File: src/sv/xed_pkg.sv
`timescale 1ns / 1ps
// ----------------------------------------------------------------------------
// xed_pkg
// Constants, microcode word layout, control store and entity tables for the
// predefined entity decoder.
// ----------------------------------------------------------------------------
package xed_pkg;

    localparam int HOLD_DEPTH = 4;
    localparam int NUM_ENT    = 5;
    localparam int CNT_W      = 3;
    localparam int IDX_W      = 2;

    localparam logic [7:0] AMP_CHAR = 8'h26;

    // sequencer steps
    localparam int STEP_W = 2;
    localparam logic [STEP_W-1:0] S_FETCH = 2'd0;
    localparam logic [STEP_W-1:0] S_AMP   = 2'd1;
    localparam logic [STEP_W-1:0] S_HELD  = 2'd2;
    localparam logic [STEP_W-1:0] S_PLAIN = 2'd3;

    // datapath source select
    localparam logic [1:0] SRC_DECODE = 2'd0;
    localparam logic [1:0] SRC_AMP    = 2'd1;
    localparam logic [1:0] SRC_HELD   = 2'd2;
    localparam logic [1:0] SRC_PLAIN  = 2'd3;

    // jump conditions
    localparam logic [1:0] COND_ALWAYS   = 2'd0;
    localparam logic [1:0] COND_MISMATCH = 2'd1;
    localparam logic [1:0] COND_CNT_ZERO = 2'd2;
    localparam logic [1:0] COND_IDX_END  = 2'd3;

    typedef struct packed {
        logic [1:0]        src;
        logic [1:0]        cond;
        logic [STEP_W-1:0] tgt_true;
        logic [STEP_W-1:0] tgt_false;
    } t_uword;

    function automatic t_uword uc_rom(input logic [STEP_W-1:0] step);
        t_uword w;
        unique case (step)
            S_FETCH: w = '{SRC_DECODE, COND_MISMATCH, S_AMP,   S_FETCH};
            S_AMP:   w = '{SRC_AMP,    COND_CNT_ZERO, S_PLAIN, S_HELD};
            S_HELD:  w = '{SRC_HELD,   COND_IDX_END,  S_PLAIN, S_HELD};
            S_PLAIN: w = '{SRC_PLAIN,  COND_ALWAYS,   S_FETCH, S_FETCH};
            default: w = '{SRC_DECODE, COND_ALWAYS,   S_FETCH, S_FETCH};
        endcase
        return w;
    endfunction

    // entity body length: lt; gt; quot; amp; apos;
    function automatic logic [CNT_W-1:0] ent_len(input int e);
        logic [CNT_W-1:0] l;
        unique case (e)
            0:       l = 3'd3;
            1:       l = 3'd3;
            2:       l = 3'd5;
            3:       l = 3'd4;
            default: l = 3'd5;
        endcase
        return l;
    endfunction

    function automatic logic [7:0] ent_repl(input int e);
        logic [7:0] c;
        unique case (e)
            0:       c = 8'h3C;
            1:       c = 8'h3E;
            2:       c = 8'h22;
            3:       c = 8'h26;
            default: c = 8'h27;
        endcase
        return c;
    endfunction

    function automatic logic [7:0] ent_body(input int e, input logic [CNT_W-1:0] pos);
        logic [7:0] c;
        c = 8'h00;
        unique case (e)
            0: begin
                unique case (pos)
                    3'd0:    c = "l";
                    3'd1:    c = "t";
                    3'd2:    c = ";";
                    default: c = 8'h00;
                endcase
            end
            1: begin
                unique case (pos)
                    3'd0:    c = "g";
                    3'd1:    c = "t";
                    3'd2:    c = ";";
                    default: c = 8'h00;
                endcase
            end
            2: begin
                unique case (pos)
                    3'd0:    c = "q";
                    3'd1:    c = "u";
                    3'd2:    c = "o";
                    3'd3:    c = "t";
                    3'd4:    c = ";";
                    default: c = 8'h00;
                endcase
            end
            3: begin
                unique case (pos)
                    3'd0:    c = "a";
                    3'd1:    c = "m";
                    3'd2:    c = "p";
                    3'd3:    c = ";";
                    default: c = 8'h00;
                endcase
            end
            default: begin
                unique case (pos)
                    3'd0:    c = "a";
                    3'd1:    c = "p";
                    3'd2:    c = "o";
                    3'd3:    c = "s";
                    3'd4:    c = ";";
                    default: c = 8'h00;
                endcase
            end
        endcase
        return c;
    endfunction

endpackage

File: src/sv/xml_entity_decoder.sv
`timescale 1ns / 1ps
// ----------------------------------------------------------------------------
// xml_entity_decoder
// Replaces &lt; &gt; &quot; &amp; &apos; in a byte stream, driven by a small
// microcoded sequencer over a hold buffer and an output register.
// ----------------------------------------------------------------------------
//
//  channel   direction  handshake                  payload
//  input     in         i_in_valid / o_in_stall    i_in_byte, i_in_last
//  output    out        o_out_valid / i_out_stall  o_out_byte, o_out_last,
//                                                  o_out_error
//
//  rate: one beat per cycle in the fetch step when the output is not stalled;
//    a mismatched entity then steps through the '&', each held byte and the
//    current byte (also when that byte is a restarting '&') before the next beat
//  replay steps stall the input; otherwise the output register passes a beat
//    every cycle while the output is not stalled
//  reset: synchronous active low; sequencer in fetch, no entity, empty hold
//  stalls: input is stalled outside the fetch step and whenever the output
//    register is full and stalled; a stalled output holds its beat
//
module xml_entity_decoder
    import xed_pkg::*;
(
    input  logic       i_clk,
    input  logic       i_rst_n,
    input  logic       i_in_valid,
    output logic       o_in_stall,
    input  logic [7:0] i_in_byte,
    input  logic       i_in_last,
    output logic       o_out_valid,
    input  logic       i_out_stall,
    output logic [7:0] o_out_byte,
    output logic       o_out_last,
    output logic       o_out_error
);

    // sequencer state
    logic [STEP_W-1:0] r_step, n_step;
    t_uword            uw;

    // matcher state
    logic                r_in_ent, n_in_ent;
    logic [CNT_W-1:0]    r_cnt, n_cnt;
    logic [IDX_W-1:0]    r_idx, n_idx;
    logic [NUM_ENT-1:0]  r_alive, n_alive;
    logic [7:0]          r_held [HOLD_DEPTH];

    // captured beat for replay
    logic [7:0] r_byte;
    logic       r_last;

    // output register
    logic       r_ov, n_ov;
    logic [7:0] r_ob, n_ob;
    logic       r_ol, n_ol;
    logic       r_oe, n_oe;

    logic       out_free;
    logic       in_acc;
    logic       advance;
    logic       cond_hit;
    logic       emit;
    logic [7:0] emit_byte;
    logic       emit_last;
    logic       emit_err;
    logic       hold_wr;
    logic       cap_wr;

    // entity match on the incoming byte
    logic [NUM_ENT-1:0] hit;
    logic [NUM_ENT-1:0] full;
    logic [7:0]         full_char;
    logic               any_full;
    logic               any_prefix;
    logic               mismatch;

    assign uw       = uc_rom(r_step);
    assign out_free = !r_ov || !i_out_stall;
    assign in_acc   = (r_step == S_FETCH) && out_free && i_in_valid;

    always_comb begin
        full_char = 8'h00;
        for (int e = 0; e < NUM_ENT; e++) begin
            hit[e]  = r_alive[e] && (r_cnt < ent_len(e)) && (ent_body(e, r_cnt) == i_in_byte);
            full[e] = hit[e] && ((r_cnt + 3'd1) == ent_len(e));
            if (full[e]) begin
                full_char = ent_repl(e);
            end
        end
        any_full   = |full;
        any_prefix = |(hit & ~full);
        // hold only while a longer body can still match, the string goes on and the hold buffer has room
        mismatch   = r_in_ent && !any_full &&
                     !(any_prefix && !i_in_last && (r_cnt < 3'(HOLD_DEPTH)));
    end

    // conditional jump select
    always_comb begin
        unique case (uw.cond)
            COND_ALWAYS:   cond_hit = 1'b1;
            COND_MISMATCH: cond_hit = mismatch;
            COND_CNT_ZERO: cond_hit = (r_cnt == '0);
            COND_IDX_END:  cond_hit = ({1'b0, r_idx} + 3'd1) == r_cnt;
            default:       cond_hit = 1'b1;
        endcase
    end

    // datapath driven by the control word
    always_comb begin
        emit      = 1'b0;
        emit_byte = 8'h00;
        emit_last = 1'b0;
        emit_err  = 1'b0;
        hold_wr   = 1'b0;
        cap_wr    = 1'b0;
        n_in_ent  = r_in_ent;
        n_cnt     = r_cnt;
        n_idx     = r_idx;
        n_alive   = r_alive;
        advance   = 1'b0;
        unique case (uw.src)
            SRC_DECODE: begin
                advance = in_acc;
                if (in_acc) begin
                    if (!r_in_ent) begin
                        if (i_in_byte == AMP_CHAR) begin
                            if (i_in_last) begin
                                emit     = 1'b1;
                                emit_last = 1'b1;
                                emit_err = 1'b1;
                            end else begin
                                n_in_ent = 1'b1;
                                n_alive  = '1;
                            end
                            n_cnt = '0;
                        end else begin
                            emit      = 1'b1;
                            emit_byte = i_in_byte;
                            emit_last = i_in_last;
                        end
                    end else if (any_full) begin
                        emit      = 1'b1;
                        emit_byte = full_char;
                        emit_last = i_in_last;
                        n_in_ent  = 1'b0;
                        n_cnt     = '0;
                    end else if (!mismatch) begin
                        hold_wr = 1'b1;
                        n_cnt   = r_cnt + 3'd1;
                        n_alive = hit;
                    end else begin
                        // replay path: count kept for the held-byte loop
                        cap_wr   = 1'b1;
                        n_in_ent = 1'b0;
                        n_idx    = '0;
                    end
                end
            end
            SRC_AMP: begin
                emit      = 1'b1;
                emit_byte = AMP_CHAR;
                advance   = out_free;
            end
            SRC_HELD: begin
                emit      = 1'b1;
                emit_byte = r_held[r_idx];
                advance   = out_free;
                if (out_free) begin
                    n_idx = r_idx + 2'd1;
                end
            end
            SRC_PLAIN: begin
                if (r_byte == AMP_CHAR) begin
                    if (r_last) begin
                        emit      = 1'b1;
                        emit_last = 1'b1;
                        emit_err  = 1'b1;
                        advance   = out_free;
                    end else begin
                        advance = 1'b1;
                    end
                    if (advance) begin
                        n_in_ent = !r_last;
                        n_alive  = '1;
                    end
                end else begin
                    emit      = 1'b1;
                    emit_byte = r_byte;
                    emit_last = r_last;
                    advance   = out_free;
                end
                if (advance) begin
                    n_cnt = '0;
                    n_idx = '0;
                end
            end
            default: begin
                advance = 1'b0;
            end
        endcase
    end

    always_comb begin
        n_step = r_step;
        if (advance) begin
            n_step = cond_hit ? uw.tgt_true : uw.tgt_false;
        end
    end

    // output register: loads when free, clears when taken
    always_comb begin
        n_ov = r_ov;
        n_ob = r_ob;
        n_ol = r_ol;
        n_oe = r_oe;
        if (emit && out_free) begin
            n_ov = 1'b1;
            n_ob = emit_byte;
            n_ol = emit_last;
            n_oe = emit_err;
        end else if (r_ov && !i_out_stall) begin
            n_ov = 1'b0;
        end
    end

    always_ff @(posedge i_clk) begin
        if (!i_rst_n) begin
            r_step   <= S_FETCH;
            r_in_ent <= 1'b0;
            r_cnt    <= '0;
            r_idx    <= '0;
            r_alive  <= '1;
            r_ov     <= 1'b0;
        end else begin
            r_step   <= n_step;
            r_in_ent <= n_in_ent;
            r_cnt    <= n_cnt;
            r_idx    <= n_idx;
            r_alive  <= n_alive;
            r_ov     <= n_ov;
        end
    end

    // payload registers, no reset
    always_ff @(posedge i_clk) begin
        r_ob <= n_ob;
        r_ol <= n_ol;
        r_oe <= n_oe;
        if (cap_wr) begin
            r_byte <= i_in_byte;
            r_last <= i_in_last;
        end
        if (hold_wr) begin
            r_held[r_cnt[IDX_W-1:0]] <= i_in_byte;
        end
    end

    assign o_in_stall  = !((r_step == S_FETCH) && out_free);
    assign o_out_valid = r_ov;
    assign o_out_byte  = r_ob;
    assign o_out_last  = r_ol;
    assign o_out_error = r_oe;

`ifndef SYNTHESIS
    a_cnt_range: assert property (@(posedge i_clk) disable iff (!i_rst_n)
        r_cnt <= 3'(HOLD_DEPTH))
        else $error("hold count above buffer depth");

    a_stall_busy: assert property (@(posedge i_clk) disable iff (!i_rst_n)
        (r_step != S_FETCH) |-> o_in_stall)
        else $error("input not stalled during replay");

    a_held_nonempty: assert property (@(posedge i_clk) disable iff (!i_rst_n)
        (r_step == S_HELD) |-> (r_cnt != '0) && ({1'b0, r_idx} < r_cnt))
        else $error("held replay with bad index");

    a_err_last: assert property (@(posedge i_clk) disable iff (!i_rst_n)
        (o_out_valid && o_out_error) |-> o_out_last)
        else $error("error beat without last");

    a_amp_then_replay: assert property (@(posedge i_clk) disable iff (!i_rst_n)
        (r_step == S_AMP && out_free) |=> (r_step == S_HELD || r_step == S_PLAIN))
        else $error("ampersand step did not advance to replay");
`endif

endmodule

File: config.mk
export PLATFORM = sky130hd
export DESIGN_NAME = xml_entity_decoder
export DESIGN_NICKNAME = d
export VERILOG_FILES = /design/src/sv/xed_pkg.sv /design/src/sv/xml_entity_decoder.sv
export SDC_FILE = /design/constraint.sdc
export NUM_CORES = 1
export LEC_CHECK = 0
export BUFFER_PORTS_ARGS = -buffer_cell sky130_fd_sc_hd__buf_2
export CAP_MARGIN = 20
export CORE_MARGIN = 5
export CORE_UTILIZATION = 55
export DETAILED_ROUTE_END_ITERATION = 8
export GPL_TIMING_DRIVEN = 0
export PLACE_DENSITY = 0.78
export SLEW_MARGIN = 10
export SYNTH_ARGS = -nofsm -noshare
export SYNTH_HDL_FRONTEND = slang
export SYNTH_SLANG_ARGS = --single-unit
export TNS_END_PERCENT = 10
File: constraint.sdc
create_clock -name i_clk -period 5.1 [get_ports i_clk]
set_clock_uncertainty 0.1 [all_clocks]
set_input_delay 0.255 -clock i_clk [delete_from_list [all_inputs] [get_ports i_clk]]
set_output_delay 0.255 -clock i_clk [all_outputs]
set_load 0.01 [all_outputs]
==> out/results.tsv <==
metric	value	unit
antenna_cells	0	
yosysTopAreaCell	edfxtp_1	
powerDensity	236.1	mW/mm^2
numCtsBuffers	9	
slowest_stage	a21oi_1	
routed_wl	9.964	mm
design.core.area	0.007253	sq mm
wl_per_cell	18.80	um
ir_drop	110.1	uV
synthDistinctLibCells	71	
synthFlopType	edfxtp_1	
worst_pin_slew	0.8615	ns
drv_slew	0	
synth_area_leaders	edfxtp_1 37%, dfxtp_1 7.8%, mux4_2 4.4%	
wl_met1	4.258	mm
first_global_vias	3232	
tns	0	ns
top_layer	met4	
slowest_delay	0.69	ns
crit_path_end_kind	flop	
synth_edf_count	51	
dr_wl_met2	4.837	mm
num_vias	3339	
path_cells	buf_2 > inv_1 > ha_1 > buf_2 > and2_1 > a211oi_1 > xnor2_1 > nor3_1 > o211ai_2 > a31oi_1 > a21oi_1 > a21oi_1	
power_leakage	0.001595	uW
nNetsFinal	452	
clk_latency	0.34	ns
die_width	96.20	um
yosysSeqAreaShare	45.32	%
worst_ep_arrival_time	4.31	ns
crit_buf_inv	3	
grtUsageTotal	23.20	%
cts_sinks	67	
yosys.area_share.simple	19.78	%
synth_compound_area_share	17.36	%
synth_xor_area_share	1.500	%
synthMuxAreaShare	7.838	%
pre_cts_slack	0.8248	ns
ys_ff_latch	67	
io_pins	25	
start_util	56.34	%
finalCriticalPeriod	4.450	ns
rows	31	
dieArea	0.009253	sq mm
drc	0	
netlist.area_leader.share	37.48	%
hpwlAfterDp	7.285	mm
cts_buffer_depth	2	
grt.overflow.total	0	
cts_tree	yes	
min_path_type	in -> reg	
synth_cells	392	
io_buffer_count	23	
drive_above_1_share	16.71	%
antenna_left	0	
grt_pass1_wl	16.13	mm
syn_area_per_cell	10.42	sq um
synth_top_family_by_area	simple AND/OR/NAND/NOR gates	
wl_met3	738	um
outcome	complete, no violations	
cts_root_buffer	clkbuf_8	
vias_per_cell	6.300	
place_congestion	0.9434	
die_h	96.20	um
period_share	87.25	%
area_growth	10.23	%
cap_violations	0	
required	4.97	ns
syn-cell-area	0.004086	sq mm
finalSetupViolCount	0	
rsz0062_at_grt	no	
cts_resized	0	
cp-start-kind	flop	
max_freq	224.7	MHz
clk_pin_slew	0.08	ns
ys.warnings.count	0	
finalHoldViolCount	0	
cts_setup_buffers	0	
async_reset_ff_share	0	%
antenna_found_initial	0	
crit_fanout	10	
drt_iter0_markers	257	
crit_type	reg -> reg	
synthAdderAreaFrac	3.980	%
relSlewSlack	42.57	%
cts.htree.levels	3	
path_delay_family	compound AO/OA/AOI/OAI gates	
grt_max_degree	14	
setup_slack	0.6505	ns
dr.pass1.iters	5	
synth_nets	418	
cts-hold-fix-buffers	0	
final cells by class:
cell class / instances / area (sq um)
Buffer: 23 / 116.4
Clock buffer: 9 / 123.9
Clock inverter: 7 / 50.05
Fill cell: 596 / 2749
Inverter: 15 / 56.30
Multi-Input combinational cell: 287 / 2067
Sequential cell: 67 / 1852
Tap cell: 99 / 123.9
Timing Repair Buffer: 23 / 115.1
sequential cells by signal (all words and copies together) (netlist names), 2 cells and up, named ones only:
register    cells
o_out_byte      8
r_alive         5
r_byte          8
r_cnt           3
r_held         32
r_idx           2
r_step          2
final timing paths:
path	startpoint	end	cells past startpoint	slack, ns
max	r_cnt[0]$_SDFFE_PN0P_	o_out_byte[7]$_DFFE_PP_	12	0.65
min	i_in_byte[4]	r_held[0][4]$_DFFE_PP_	1	0.06
max reg2reg	r_cnt[0]$_SDFFE_PN0P_	o_out_byte[7]$_DFFE_PP_	12	0.65
min reg2reg	r_idx[1]$_SDFFE_PN0N_	r_idx[1]$_SDFFE_PN0N_	2	0.40
report_power, final:
part	leakage, uW	total (uW)	internal [uW]	switching [uW]
Clock	0.0000857	392	179	213
Combinational	0.000912	76.7	26.2	50.5
Sequential	0.000597	595	593	1.60
Total	0.00159	1060	798	265
per-layer routing:
metal / vias up / GRT usage, %
met3: 16 / 4.848
met5: - / 0
met2: 161 / 37.84
met4: 0 / 7.820
li1: 1558 / -
met1: 1604 / 30.67
worst register-to-register path, stage by stage (launching register included):
cell	delay (ns)
dfxtp_1	0.47
buf_2	0.29
inv_1	0.13
ha_1	0.28
buf_2	0.22
and2_1	0.18
a211oi_1	0.28
xnor2_1	0.12
nor3_1	0.63
o211ai_2	0.21
a31oi_1	0.34
a21oi_1	0.16
a21oi_1	0.69
cell families (layout without fill, tap and decap cells):
| kind of cell | count (synthesis) | in the layout |
|---|---|---|
| flops | 67 | 67 |
| simple gates | 148 | 148 |
| compound gates | 97 | 97 |
| fa+ha+maj | 13 | 13 |
| buf+inv | 38 | 77 |
| xor+xnor | 7 | 7 |
| mux | 22 | 22 |
per-stage QoR:
| step | utilization, % | std cells | hold WS, ns | power (uW) | instance area (sq um) |
|---|---|---|---|---|---|
| after floorplan | - | 392 | 0.2539 | 651.9 | 4086 |
| after CTS | 62.10 | 530 | 0.04770 | 1070 | 4504 |
| final | 62.10 | 530 | 0.05514 | 1064 | 4504 |
| after global routing | 62.10 | 530 | 0.06242 | 1101 | 4504 |
| after global placement | 59.63 | 514 | 0.3796 | 680.0 | 4325 |
| after detailed placement | 59.70 | 514 | 0.3890 | 682.4 | 4330 |
synthesized netlist by cell type, types with 7 or more instances:
cell type  number
nand3_1        17
a21oi_1        20
and2_1          8
inv_1          14
nor2_1         26
dfxtp_1        16
clkbuf_1       10
buf_2           9
mux2i_1        14
nor2b_1        10
nand2b_1       12
mux4_2          8
o21ai_0        16
nand2_1        37
a31oi_1         7
ha_1           13
edfxtp_1       51
cell usage in the layout, fill, tap and decap left out, drive strengths merged, types with 3 or more instances in the layout:
cell     count
edfxtp      51
nand2       37
buf         36
nor2        26
a21oi       21
clkbuf      19
inv         18
nand3       17
o21ai       17
dfxtp       16
mux2i       14
ha          13
nand2b      12
nor2b       11
and2         9
mux4         8
a31oi        7
xnor2        6
and3         6
nor3         6
or3          5
a22oi        5
o22ai        5
nand4        4
o2111ai      4
a211oi       4
o211ai       4
nor4b        4
or2          4
a32o         3
o31ai        3
clkinv       3
(Power assumes the default switching activity.)
